## src/rtl/zsbd_pkg.sv

```systemverilog
package zsbd_pkg;

    localparam int BYTE_W   = 8;
    localparam int STATUS_W = 4;

    // Result status codes
    localparam logic [STATUS_W-1:0] ST_OK         = 4'd0;
    localparam logic [STATUS_W-1:0] ST_END        = 4'd1;
    localparam logic [STATUS_W-1:0] ST_BAD_METHOD = 4'd2;
    localparam logic [STATUS_W-1:0] ST_BAD_WINDOW = 4'd3;
    localparam logic [STATUS_W-1:0] ST_HDR_CHECK  = 4'd4;
    localparam logic [STATUS_W-1:0] ST_DICT       = 4'd5;
    localparam logic [STATUS_W-1:0] ST_UNSUPP     = 4'd6;
    localparam logic [STATUS_W-1:0] ST_NLEN       = 4'd7;
    localparam logic [STATUS_W-1:0] ST_ADLER      = 4'd8;
    localparam logic [STATUS_W-1:0] ST_AFTER_STOP = 4'd9;

    // Header field constants
    localparam logic [3:0] CM_DEFLATE = 4'd8;
    localparam logic [3:0] CINFO_MAX  = 4'd7;

    // Block types
    localparam logic [1:0] BTYPE_STORED = 2'd0;

    // Adler-32 modulus, one bit wider than the 16-bit running sums
    localparam logic [16:0] ADLER_MOD = 17'd65521;

    typedef enum logic [2:0] {
        PH_HEADER  = 3'd0,
        PH_BLOCK   = 3'd1,
        PH_STORED  = 3'd2,
        PH_TRAILER = 3'd3,
        PH_END     = 3'd4
    } phase_t;

    typedef struct packed {
        logic [STATUS_W-1:0] status;
        logic                out_valid;
        logic [BYTE_W-1:0]   out_byte;
    } result_t;

endpackage

```

## src/rtl/zsbd_in_if.sv

```systemverilog
interface zsbd_in_if
    import zsbd_pkg::*;
();
    logic              valid;
    logic              ready;
    logic [BYTE_W-1:0] in_byte;

    modport source (output valid, output in_byte, input ready);
    modport sink (input valid, input in_byte, output ready);
endinterface

```

## src/rtl/zsbd_out_if.sv

```systemverilog
interface zsbd_out_if
    import zsbd_pkg::*;
();
    logic                valid;
    logic                ready;
    logic [STATUS_W-1:0] status;
    logic                out_valid;
    logic [BYTE_W-1:0]   out_byte;

    modport source (output valid, output status, output out_valid, output out_byte,
                    input ready);
    modport sink (input valid, input status, input out_valid, input out_byte,
                  output ready);
endinterface

```

## src/rtl/zlib_stored_block_deframer.sv

```systemverilog
// zlib stream deframer for stored blocks. Takes one stream byte per beat and
// returns exactly one result beat for it (status, payload flag, payload byte),
// in order. A byte can be accepted in every clock cycle: the parse state and
// the running Adler-32 are updated in the same cycle the byte is taken, and the
// result is registered (in the skid one if the output is stalled). The rate is
// set by the Adler-32 update (two adds, each with a modulo correction). A skid
// register behind the output register holds one extra beat, so input ready
// only drops while the output side is stalled with both registers full. Errors
// are sticky until reset; after the trailer matches, every byte gets status 9.
module zlib_stored_block_deframer
    import zsbd_pkg::*;
(
    input  logic       clk,
    input  logic       rst_n,
    zsbd_in_if.sink    in_ch,
    zsbd_out_if.source out_ch
);

    // Parse state
    phase_t              phase_reg, phase_next;
    logic [1:0]          field_count_reg, field_count_next;
    logic [7:0]          first_hdr_reg, first_hdr_next;
    logic                last_block_reg, last_block_next;
    logic                length_known_reg, length_known_next;
    logic [15:0]         block_len_reg, block_len_next;
    logic [7:0]          nlen_low_reg, nlen_low_next;
    logic [15:0]         payload_count_reg, payload_count_next;
    logic [15:0]         adler_low_reg, adler_low_next;
    logic [15:0]         adler_high_reg, adler_high_next;
    logic [31:0]         trailer_reg, trailer_next;
    logic [STATUS_W-1:0] error_reg, error_next;

    // Output register and skid register
    result_t res_reg, skid_reg, res_next;
    logic    res_valid_reg, skid_full_reg;

    logic        acc, take;
    logic [7:0]  b;
    logic [15:0] hdr_word;
    logic [6:0]  mod_sum;
    logic [5:0]  mod_fold;
    logic [16:0] low_sum, high_sum, low_fixed, high_fixed;
    logic [15:0] count_inc;
    logic [15:0] nlen_word;

    assign acc  = in_ch.valid && in_ch.ready;
    assign take = out_ch.valid && out_ch.ready;
    assign b    = in_ch.in_byte;

    // Header check by 31: 32 is 1 mod 31, so 5-bit digits add up
    assign hdr_word = {first_hdr_reg, b};
    assign mod_sum  = 7'(hdr_word[4:0]) + 7'(hdr_word[9:5]) + 7'(hdr_word[14:10])
                      + 7'(hdr_word[15]);
    assign mod_fold = 6'(mod_sum[4:0]) + 6'(mod_sum[6:5]);

    // Adler-32 update, each sum stays below twice the modulus
    assign low_sum    = {1'b0, adler_low_reg} + 17'(b);
    assign low_fixed  = (low_sum >= ADLER_MOD) ? (low_sum - ADLER_MOD) : low_sum;
    assign high_sum   = {1'b0, adler_high_reg} + low_fixed;
    assign high_fixed = (high_sum >= ADLER_MOD) ? (high_sum - ADLER_MOD) : high_sum;

    assign count_inc = payload_count_reg + 16'd1;
    assign nlen_word = {b, nlen_low_reg};

    // Next state and result for the byte at the input
    always_comb
    begin
        phase_next         = phase_reg;
        field_count_next   = field_count_reg;
        first_hdr_next     = first_hdr_reg;
        last_block_next    = last_block_reg;
        length_known_next  = length_known_reg;
        block_len_next     = block_len_reg;
        nlen_low_next      = nlen_low_reg;
        payload_count_next = payload_count_reg;
        adler_low_next     = adler_low_reg;
        adler_high_next    = adler_high_reg;
        trailer_next       = trailer_reg;
        error_next         = error_reg;
        res_next.status    = ST_OK;
        res_next.out_valid = 1'b0;
        res_next.out_byte  = '0;

        if (error_reg != ST_OK)
        begin
            res_next.status = error_reg;
        end
        else
        begin
            case (phase_reg)
                PH_HEADER:
                begin
                    if (field_count_reg == 2'd0)
                    begin
                        first_hdr_next = b;
                        if (b[3:0] != CM_DEFLATE)
                            error_next = ST_BAD_METHOD;
                        else if (b[7:4] > CINFO_MAX)
                            error_next = ST_BAD_WINDOW;
                        else
                            field_count_next = 2'd1;
                    end
                    else
                    begin
                        if (mod_fold != 6'd0 && mod_fold != 6'd31)
                            error_next = ST_HDR_CHECK;
                        else if (b[5])
                            error_next = ST_DICT;
                        else
                        begin
                            field_count_next = 2'd0;
                            phase_next       = PH_BLOCK;
                        end
                    end
                    res_next.status = error_next;
                end

                PH_BLOCK:
                begin
                    last_block_next = b[0];
                    if (b[2:1] != BTYPE_STORED)
                        error_next = ST_UNSUPP;
                    else
                    begin
                        phase_next         = PH_STORED;
                        length_known_next  = 1'b0;
                        field_count_next   = 2'd0;
                        payload_count_next = '0;
                    end
                    res_next.status = error_next;
                end

                PH_STORED:
                begin
                    if (!length_known_reg)
                    begin
                        case (field_count_reg)
                            2'd0:
                            begin
                                block_len_next   = {8'd0, b};
                                field_count_next = 2'd1;
                            end
                            2'd1:
                            begin
                                block_len_next   = {b, block_len_reg[7:0]};
                                field_count_next = 2'd2;
                            end
                            2'd2:
                            begin
                                nlen_low_next    = b;
                                field_count_next = 2'd3;
                            end
                            default:
                            begin
                                if (block_len_reg != ~nlen_word)
                                    error_next = ST_NLEN;
                                else
                                begin
                                    field_count_next   = 2'd0;
                                    length_known_next  = 1'b1;
                                    payload_count_next = '0;
                                    // empty block finishes right here
                                    if (block_len_reg == 16'd0)
                                    begin
                                        length_known_next = 1'b0;
                                        block_len_next    = '0;
                                        nlen_low_next     = '0;
                                        if (last_block_reg)
                                        begin
                                            phase_next   = PH_TRAILER;
                                            trailer_next = '0;
                                        end
                                        else
                                            phase_next = PH_BLOCK;
                                    end
                                end
                            end
                        endcase
                        res_next.status = error_next;
                    end
                    else
                    begin
                        res_next.out_valid = 1'b1;
                        res_next.out_byte  = b;
                        adler_low_next     = low_fixed[15:0];
                        adler_high_next    = high_fixed[15:0];
                        payload_count_next = count_inc;
                        if (count_inc >= block_len_reg)
                        begin
                            length_known_next  = 1'b0;
                            field_count_next   = 2'd0;
                            payload_count_next = '0;
                            block_len_next     = '0;
                            nlen_low_next      = '0;
                            if (last_block_reg)
                            begin
                                phase_next   = PH_TRAILER;
                                trailer_next = '0;
                            end
                            else
                                phase_next = PH_BLOCK;
                        end
                    end
                end

                PH_TRAILER:
                begin
                    trailer_next = {trailer_reg[23:0], b};
                    if (field_count_reg != 2'd3)
                        field_count_next = field_count_reg + 2'd1;
                    else if (trailer_next != {adler_high_reg, adler_low_reg})
                        error_next = ST_ADLER;
                    else
                    begin
                        phase_next      = PH_END;
                        res_next.status = ST_END;
                    end
                    if (error_next != ST_OK)
                        res_next.status = error_next;
                end

                default:
                begin
                    res_next.status = ST_AFTER_STOP;
                end
            endcase
        end
    end

    // Parse state registers, updated on each accepted beat
    always_ff @(posedge clk or negedge rst_n)
    begin
        if (!rst_n)
        begin
            phase_reg         <= PH_HEADER;
            field_count_reg   <= '0;
            first_hdr_reg     <= '0;
            last_block_reg    <= 1'b0;
            length_known_reg  <= 1'b0;
            block_len_reg     <= '0;
            nlen_low_reg      <= '0;
            payload_count_reg <= '0;
            adler_low_reg     <= 16'd1;
            adler_high_reg    <= '0;
            trailer_reg       <= '0;
            error_reg         <= ST_OK;
        end
        else if (acc)
        begin
            phase_reg         <= phase_next;
            field_count_reg   <= field_count_next;
            first_hdr_reg     <= first_hdr_next;
            last_block_reg    <= last_block_next;
            length_known_reg  <= length_known_next;
            block_len_reg     <= block_len_next;
            nlen_low_reg      <= nlen_low_next;
            payload_count_reg <= payload_count_next;
            adler_low_reg     <= adler_low_next;
            adler_high_reg    <= adler_high_next;
            trailer_reg       <= trailer_next;
            error_reg         <= error_next;
        end
    end

    // Output and skid occupancy
    always_ff @(posedge clk or negedge rst_n)
    begin
        if (!rst_n)
        begin
            res_valid_reg <= 1'b0;
            skid_full_reg <= 1'b0;
        end
        else if (skid_full_reg)
        begin
            if (take)
                skid_full_reg <= 1'b0;
        end
        else if (acc)
        begin
            if (res_valid_reg && !take)
                skid_full_reg <= 1'b1;
            res_valid_reg <= 1'b1;
        end
        else if (take)
        begin
            res_valid_reg <= 1'b0;
        end
    end

    // Output and skid payload
    always_ff @(posedge clk)
    begin
        if (skid_full_reg)
        begin
            if (take)
                res_reg <= skid_reg;
        end
        else if (acc)
        begin
            if (res_valid_reg && !take)
                skid_reg <= res_next;
            else
                res_reg <= res_next;
        end
    end

    assign in_ch.ready      = !skid_full_reg;
    assign out_ch.valid     = res_valid_reg;
    assign out_ch.status    = res_reg.status;
    assign out_ch.out_valid = res_reg.out_valid;
    assign out_ch.out_byte  = res_reg.out_byte;

    // A held skid beat always sits behind a full output register
    assert property (@(posedge clk) disable iff (!rst_n)
        skid_full_reg |-> res_valid_reg)
        else $error("skid holds a beat while output register is empty");

    // Errors are sticky
    assert property (@(posedge clk) disable iff (!rst_n)
        (error_reg != ST_OK) |=> $stable(error_reg))
        else $error("error code changed after an error");

    // Payload only comes out of a stored block past its length fields
    assert property (@(posedge clk) disable iff (!rst_n)
        (acc && res_next.out_valid) |-> (phase_reg == PH_STORED && length_known_reg))
        else $error("payload beat outside stored block data");

    // A matched trailer leaves no error behind
    assert property (@(posedge clk) disable iff (!rst_n)
        (phase_reg == PH_END) |-> (error_reg == ST_OK))
        else $error("error recorded after end of stream");

endmodule
```

## src/flat_wrapper.sv

```systemverilog
// flat-port wrapper written by rule: the top's interface ports become plain ports
module zlib_stored_block_deframer_flat import zsbd_pkg::*;
  (clk, rst_n, in_ch_valid, in_ch_in_byte, in_ch_ready, out_ch_valid, out_ch_status, out_ch_out_valid, out_ch_out_byte, out_ch_ready);
  zsbd_in_if in_ch_i ();
  zsbd_out_if out_ch_i ();
  input  logic clk;
  input  logic rst_n;
  input wire logic [$bits(in_ch_i.valid)-1:0] in_ch_valid;
  input wire logic [$bits(in_ch_i.in_byte)-1:0] in_ch_in_byte;
  output wire logic [$bits(in_ch_i.ready)-1:0] in_ch_ready;
  output wire logic [$bits(out_ch_i.valid)-1:0] out_ch_valid;
  output wire logic [$bits(out_ch_i.status)-1:0] out_ch_status;
  output wire logic [$bits(out_ch_i.out_valid)-1:0] out_ch_out_valid;
  output wire logic [$bits(out_ch_i.out_byte)-1:0] out_ch_out_byte;
  input wire logic [$bits(out_ch_i.ready)-1:0] out_ch_ready;
  assign in_ch_i.valid = in_ch_valid;
  assign in_ch_i.in_byte = in_ch_in_byte;
  assign in_ch_ready = in_ch_i.ready;
  assign out_ch_valid = out_ch_i.valid;
  assign out_ch_status = out_ch_i.status;
  assign out_ch_out_valid = out_ch_i.out_valid;
  assign out_ch_out_byte = out_ch_i.out_byte;
  assign out_ch_i.ready = out_ch_ready;
  zlib_stored_block_deframer u_core (.clk(clk), .rst_n(rst_n), .in_ch(in_ch_i), .out_ch(out_ch_i));
endmodule
```

## config.mk

```make
export PLATFORM = sky130hd
export DESIGN_NAME = zlib_stored_block_deframer_flat
export DESIGN_NICKNAME = d
export VERILOG_FILES = /design/src/rtl/zsbd_pkg.sv /design/src/rtl/zsbd_in_if.sv /design/src/rtl/zsbd_out_if.sv /design/src/rtl/zlib_stored_block_deframer.sv /design/src/flat_wrapper.sv
export SDC_FILE = /design/constraint.sdc
export NUM_CORES = 1
export LEC_CHECK = 0
export BUFFER_PORTS_ARGS = -buffer_cell sky130_fd_sc_hd__clkbuf_2
export CAP_MARGIN = 20
export CORE_MARGIN = 2
export CORE_UTILIZATION = 25
export CTS_BUF_LIST = sky130_fd_sc_hd__clkbuf_8
export DETAILED_ROUTE_END_ITERATION = 7
export SLEW_MARGIN = 20
export SYNTH_ARGS = -nofsm -noshare
export SYNTH_HDL_FRONTEND = slang
export SYNTH_SLANG_ARGS = --single-unit
```

## constraint.sdc

```tcl
create_clock -name clk -period 6.55 [get_ports clk]
set_clock_uncertainty 0.05 [all_clocks]
set_input_delay 0.655 -clock clk [delete_from_list [all_inputs] [get_ports clk]]
set_output_delay 0.655 -clock clk [all_outputs]
set_load 0.03 [all_outputs]
```

## Word level (Yosys, flattened, before mapping)

Cells that the tools add are included.

- Bitwise operators: 3
- $mul: 0
- Reductions and logical operators: 38
- Mux-type cells: 90
- Shift-type cells: 0
- Divide/modulo/power cells: 0
- Equality and inequality tests: 36
- Add/sub/neg operators: 10
- Magnitude comparators: 4

Operator list:

| operator | number |
|---|---|
| 2-to-1 mux 32 bit | 6 |
| 2-to-1 mux 16 bit | 10 |
| 2-to-1 mux 4 bit | 17 |
| case mux 32 bit (2 select lines) | 1 |
| 2-to-1 mux 13 bit | 4 |
| case mux 16 bit (3 select lines) | 1 |
| greater-or-equal comparator 17 x 16 -> 1 bit, second input constant | 2 |
| 2-to-1 mux 3 bit | 11 |
| 2-to-1 mux 8 bit | 4 |
| != test 32 bit | 1 |
| case mux 16 bit (2 select lines) | 1 |
| case mux 4 bit (4 select lines) | 2 |
| 2-to-1 mux 9 bit | 3 |
| 2-to-1 mux 2 bit | 11 |
| AND reduction 7 bit | 3 |
| != test 2 bit, second input constant | 10 |
| adder 16 x 17 -> 17 bit | 1 |
| adder 16 x 8 -> 17 bit | 1 |
| 2-to-1 mux 17 bit | 1 |
| subtractor 17 x 16 -> 17 bit, second input constant | 1 |
| adder 16 x 1 -> 16 bit, second input constant | 1 |
| greater-or-equal comparator 16 bit | 1 |
| zero test 16 bit | 1 |
| != test 16 bit | 1 |
| 44 further kinds | 86 |

- Logic and storage cells: 202
- Memory bits (writable): 0
- Memories: 0
- ROM bits: 0
- Bits in latches: 0
- Register bits after elaboration: 151

## Depth between registers and ports, before layout

- Depth after elaboration: 13
- Gate-level depth with buffers: 26
- Gate-level depth less buffers: 23

## Worst setup path after synthesis

No wires, ideal clock.

- Path type: input to register
- Start point: input in_ch_in_byte[0]
- End point: register u_core.adler_high_reg[3]
- Stages on the path: 22
- Arrival: 5.970 ns
- Setup slack: 0.405 ns
- Library setup time: 0.125 ns
- Cell sequence: ha_1 -> fa_1 -> a211o_1 -> a2111oi_2 -> mux2i_1 -> a211oi_1 -> nand2_1 -> o31ai_4 -> xnor2_1 -> ha_1 -> inv_1 -> fa_1 -> nand3b_2 -> a2111oi_0 -> a311o_2 -> o311ai_2 -> nor4b_4 -> nand4_2 -> nor4_4 -> o21ai_1 -> xor2_1 -> mux2_2

- Cells in the longest elaborated chain, start to end: 6
- Elaborated cells between the ends (all ways): 8
- Classes of those cells: add/sub: 4; order compare: 2; mux: 2

RTL lines:

| item | RTL line | source |
|---|---|---|
| start, declared | flat_wrapper.sv:9 | `input wire logic [$bits(in_ch_i.in_byte)-1:0] in_ch_in_byte;` |
| adder 16 x 8 -> 17 bit * | zlib_stored_block_deframer.sv:57 | `assign low_sum = {1'b0, adler_low_reg} + 17'(b);` |
| subtractor 17 x 16 -> 17 bit or greater-or-equal comparator 17 x 16 -> 1 bit (tied branches) | zlib_stored_block_deframer.sv:58 | `assign low_fixed = (low_sum >= ADLER_MOD) ? (low_sum - ADLER_MOD) : low_sum;` |
| 2-to-1 mux 17 bit * | zlib_stored_block_deframer.sv:58 |  |
| net u_core.low_fixed[0] | zlib_stored_block_deframer.sv:42 | `logic [16:0] low_sum, high_sum, low_fixed, high_fixed;` |
| adder 16 x 17 -> 17 bit * | zlib_stored_block_deframer.sv:59 | `assign high_sum = {1'b0, adler_high_reg} + low_fixed;` |
| subtractor 16 bit or greater-or-equal comparator 17 x 16 -> 1 bit (tied branches) | zlib_stored_block_deframer.sv:60 | `assign high_fixed = (high_sum >= ADLER_MOD) ? (high_sum - ADLER_MOD) : high_sum;` |
| 2-to-1 mux 16 bit * | zlib_stored_block_deframer.sv:60 |  |
| end signal, assigned | zlib_stored_block_deframer.sv:259 | `adler_high_reg <= adler_high_next;` |
| end, declared | zlib_stored_block_deframer.sv:29 | `logic [15:0] adler_high_reg, adler_high_next;` |

Mark *: on every way through the listed nets, which the timed path passes. The rest lies on a longest branch.
A chain may end at the register's enable or synchronous reset.

## Worst setup path in the final report

- Start point: register u_core.adler_low_reg[0]
- End point: register u_core.adler_high_reg[3]

- Cells in the longest elaborated chain, start to end: 6
- Elaborated cells between the ends (all ways): 8
- Classes of those cells: add/sub: 4; order compare: 2; mux: 2

RTL lines:

| item | RTL line | source |
|---|---|---|
| start, declared | zlib_stored_block_deframer.sv:28 | `logic [15:0] adler_low_reg, adler_low_next;` |
| start signal, assigned | zlib_stored_block_deframer.sv:258 | `adler_low_reg <= adler_low_next;` |
| adder 16 x 8 -> 17 bit * | zlib_stored_block_deframer.sv:57 |  |
| subtractor 17 x 16 -> 17 bit or greater-or-equal comparator 17 x 16 -> 1 bit (tied branches) | zlib_stored_block_deframer.sv:58 |  |
| 2-to-1 mux 17 bit * | zlib_stored_block_deframer.sv:58 |  |
| net u_core.low_fixed[0] | zlib_stored_block_deframer.sv:42 |  |
| adder 16 x 17 -> 17 bit * | zlib_stored_block_deframer.sv:59 |  |
| subtractor 16 bit or greater-or-equal comparator 17 x 16 -> 1 bit (tied branches) | zlib_stored_block_deframer.sv:60 |  |
| 2-to-1 mux 16 bit * | zlib_stored_block_deframer.sv:60 |  |

Marks and branches as above.

==> impl_metrics.env <==
export IMPL_route_detailed_vias_per_inst=4.87
export IMPL_grt_start_max_net_pins=72
export IMPL_die_height_um=203
export IMPL_crit_path_cell_trace="ha_1 -> fa_2 -> a211o_1 -> a2111oi_4 -> mux2i_2 -> a211oi_2 -> nand2_1 -> o31ai_4 -> xnor2_1 -> ha_1 -> inv_1 -> fa_1 -> nand3b_2 -> a2111oi_1 -> a311o_2 -> o311ai_2 -> nor4b_4 -> nand4_4 -> nor4_4 -> buf_4 -> o21ai_1 -> xor2_1 -> mux2_2"
export IMPL_final_max_slew_viol_count=0
export IMPL_multiInputGateArea_mm2=0.00586
export IMPL_place_congestion=0.916
export IMPL_cellLeakagePower_nw=4.96
export IMPL_timing_critical_path_fanout_max=9
export IMPL_cts_clk_slew_worst_paths_ps=90
export IMPL_cts_hold_fix_buffers=0
export IMPL_timing_hold_worst_class="in2async"
export IMPL_synth_yosys_warnings=0
export IMPL_initialDrtViolationCount=650
export IMPL_design_core_area_mm2=0.0388
export IMPL_measured_slew_at_the_worst_slew_check_pin_ps=1050
export IMPL_number_of_synthesized_flops_with_an_enable_pin=26
export IMPL_seq_area_mm2=0.00371
export IMPL_syn_inst=1128
export IMPL_setup_tns_ps=0
export IMPL_first_pass_grt_wire_length_mm=41.8
export IMPL_number_of_flip_flops_under_the_largest_register_name=24
export IMPL_worst_ep_arrival_time_ps=6470
export IMPL_synthesis_nets=1207
export IMPL_count_of_tritonroute_iterations_in_the_first_routing_pass=7
export IMPL_drv_cap=0
export IMPL_initial_antenna_violation_count=1
export IMPL_max_slew_margin_rel=0.298
export IMPL_crit_path_start_kind="register"
export IMPL_min_period_over_period=0.944
export IMPL_insertion_delay_ps=460
export IMPL_cts_buffer_depth=2
export IMPL_net_total_in_the_final_layout=1235
export IMPL_min_period_ps=6180
export IMPL_cts_inserted_buffers=17
export IMPL_number_of_endpoints_with_negative_hold_slack_in_the_final_report=0
export IMPL_cp_end_kind="register"
export IMPL_wl_per_cell_um=15.2
export IMPL_finalPower_mw=2.06
export IMPL_finalSetupViolCount=0
export IMPL_maximum_resistive_drop_on_vdd_v=0.000142
export IMPL_vias=8208
export IMPL_power_density_cell_area_mw_per_mm2=183
export IMPL_detailedPlacementHpwl_mm=18.8
export IMPL_start_util=0.255
export IMPL_share_of_layout_cells_above_drive_strength_1=0.128
export IMPL_fill_cell_instance_count_of_the_final_layout=4046
export IMPL_critical_path_max_stage_delay_ps=400
export IMPL_gr_total_overflow=0
export IMPL_ctsHtreeMaxLevel=4
export IMPL_synth_sequential_area_ratio=0.375
export IMPL_final_hold_worst_slack_ps=179
export IMPL_postSynth_topFlopCell="sky130_fd_sc_hd__dfrtp_1"
export IMPL_antenna_violating_nets_post_route=0
export IMPL_crit_type="reg2reg"
export IMPL_area_growth_syn_to_layout_pct=13.8
export IMPL_top_level_ports=27
export IMPL_status="completed"
export IMPL_die_width_um=203
export IMPL_avgSynthCellArea_um2=8.77
export IMPL_cp_slowest_cell="sky130_fd_sc_hd__fa_2"
export IMPL_rows=72
export IMPL_tritoncts_num_sinks=143
export IMPL_via_count_of_the_first_global_routing_pass=7913
export IMPL_worst_path_most_repeated_cell="sky130_fd_sc_hd__ha_1"
export IMPL_yosys_register_bits=143
export IMPL_place_port_buffers=26
export IMPL_timing_critical_path_required_ps=6840
export IMPL_fin_util=0.290
export IMPL_synth_area_mm2=0.00990
export IMPL_tritoncts_clock_tree="built"
export IMPL_grt_total_usage=0.125
export IMPL_drc_errors=0
export IMPL_post_synth_num_cell_types=76
export IMPL_cts_root_buf="sky130_fd_sc_hd__clkbuf_8"
export IMPL_async_set_or_reset_register_ratio_after_synthesis=0.818
export IMPL_maxClockFrequency_mhz=162
export IMPL_die_area_mm2=0.0412
export IMPL_routed_wl_mm=25.6
[final cells by class]
class / instances / share of cell area
tap: 518 / 0.0576
clock inverter: 9 / 0.0117
multi-input combinational: 877 / 0.520
sequential: 143 / 0.329
inverter: 56 / 0.0187
clock buffer: 22 / 0.0269
antenna: 1 / 0.000222
timing repair buffer: 61 / 0.0351
[worst max-delay path: cells and delay by family, from the launching register on]
family | cells | cell delay [ps]
AO/OA/AOI/OAI | 8 | 2070
AND/OR/NAND/NOR | 5 | 1280
adder cells (fa/ha/maj) | 4 | 1210
buffers and inverters | 2 | 270
multiplexers | 2 | 440
XOR/XNOR | 2 | 340
flip-flops | 1 | 390
[layer usage]
layer	track usage	part of all wire	up-vias
li1	-	-	4021
met4	0.0435	0.018	0
met3	0.0154	0.038	30
met5	0	0	-
met1	0.170	0.47	3940
met2	0.206	0.48	217
[synthesized netlist by cell type, drive strengths merged (19+ instances only)]
master  count  share of area
edfxtp     26          0.079
o21ai     126          0.064
dfrtp     116           0.29
xnor2      63          0.056
a21oi      49          0.025
clkbuf     46          0.017
nor2       52          0.020
mux2       28          0.032
inv        55          0.021
ha         61          0.077
and2       19          0.012
nand3      45          0.023
nand2     181          0.069
xor2       38          0.034
[placed cells by master (no fill, tap or decap), types with 10 or more instances in the layout]
| cell | netlist | routed |
|---|---|---|
| sky130_fd_sc_hd__edfxtp_1 | 26 | 26 |
| sky130_fd_sc_hd__o21ai_0 | 116 | 115 |
| sky130_fd_sc_hd__and2_1 | 18 | 18 |
| sky130_fd_sc_hd__clkbuf_2 | 0 | 25 |
| sky130_fd_sc_hd__a21o_1 | 16 | 16 |
| sky130_fd_sc_hd__nor3_1 | 14 | 14 |
| sky130_fd_sc_hd__mux2_2 | 28 | 28 |
| sky130_fd_sc_hd__nand2_1 | 180 | 180 |
| sky130_fd_sc_hd__nand4_1 | 17 | 17 |
| sky130_fd_sc_hd__o21ai_1 | 9 | 10 |
| sky130_fd_sc_hd__dfrtp_1 | 116 | 116 |
| sky130_fd_sc_hd__buf_4 | 0 | 36 |
| sky130_fd_sc_hd__and3_1 | 17 | 17 |
| sky130_fd_sc_hd__xnor2_1 | 63 | 61 |
| sky130_fd_sc_hd__nor2_1 | 52 | 52 |
| sky130_fd_sc_hd__nor4_1 | 16 | 16 |
| sky130_fd_sc_hd__ha_1 | 61 | 60 |
| sky130_fd_sc_hd__clkbuf_8 | 0 | 22 |
| sky130_fd_sc_hd__nand3_1 | 45 | 45 |
| sky130_fd_sc_hd__inv_1 | 54 | 55 |
| sky130_fd_sc_hd__a21oi_1 | 48 | 48 |
| sky130_fd_sc_hd__xor2_1 | 37 | 36 |
[worst paths after layout]
check	slack [ps]	endpoint	startpoint	cells after the start
setup reg to reg	370	u_core.adler_high_reg[3]$_DFFE_PN0P_	u_core.adler_low_reg[0]$_DFFE_PN1P_	23
hold / removal	180	u_core.payload_count_reg[13]$_DFFE_PN0P_	rst_n	1
max in group asynchronous	4930	u_core.trailer_reg[9]$_DFFE_PN0P_	rst_n	2
hold reg to reg	420	u_core.adler_low_reg[0]$_DFFE_PN1P_	u_core.adler_low_reg[0]$_DFFE_PN1P_	2
setup / recovery	370	u_core.adler_high_reg[3]$_DFFE_PN0P_	u_core.adler_low_reg[0]$_DFFE_PN1P_	23
min in group clk	350	u_core.skid_full_reg$_DFF_PN0_	out_ch_ready	2
[kinds of logic after synthesis]
group	synth area share
AO/OA/AOI/OAI	0.161
XOR/XNOR	0.0901
adder cells (fa/ha/maj)	0.0893
buffers and inverters	0.0415
flip-flops	0.375
multiplexers	0.0379
AND/OR/NAND/NOR	0.205
[power by group]
group / internal (mW) / switching (mW)
logic: 0.0982 / 0.210
clock network: 0.426 / 0.346
registers: 0.963 / 0.0201
total: 1.49 / 0.577
[metrics by stage]
stage          setup slack (ps)  area, um2  instances
3_3_place_gp               6.16      10700       1649
5_1_grt                   -13.0      11300       1687
4_1_cts                     220      11100       1680
6_report                    370      11300       1687
3_5_place_dp               -193      10700       1649
2_1_floorplan               405       9900       1128
[what timing repair did]
item	CTS	global route
setup endpoints to repair	0	16
resized for setup	0	16
buffers inserted	0	5
No activity file was read; power rests on OpenSTA's default activity.
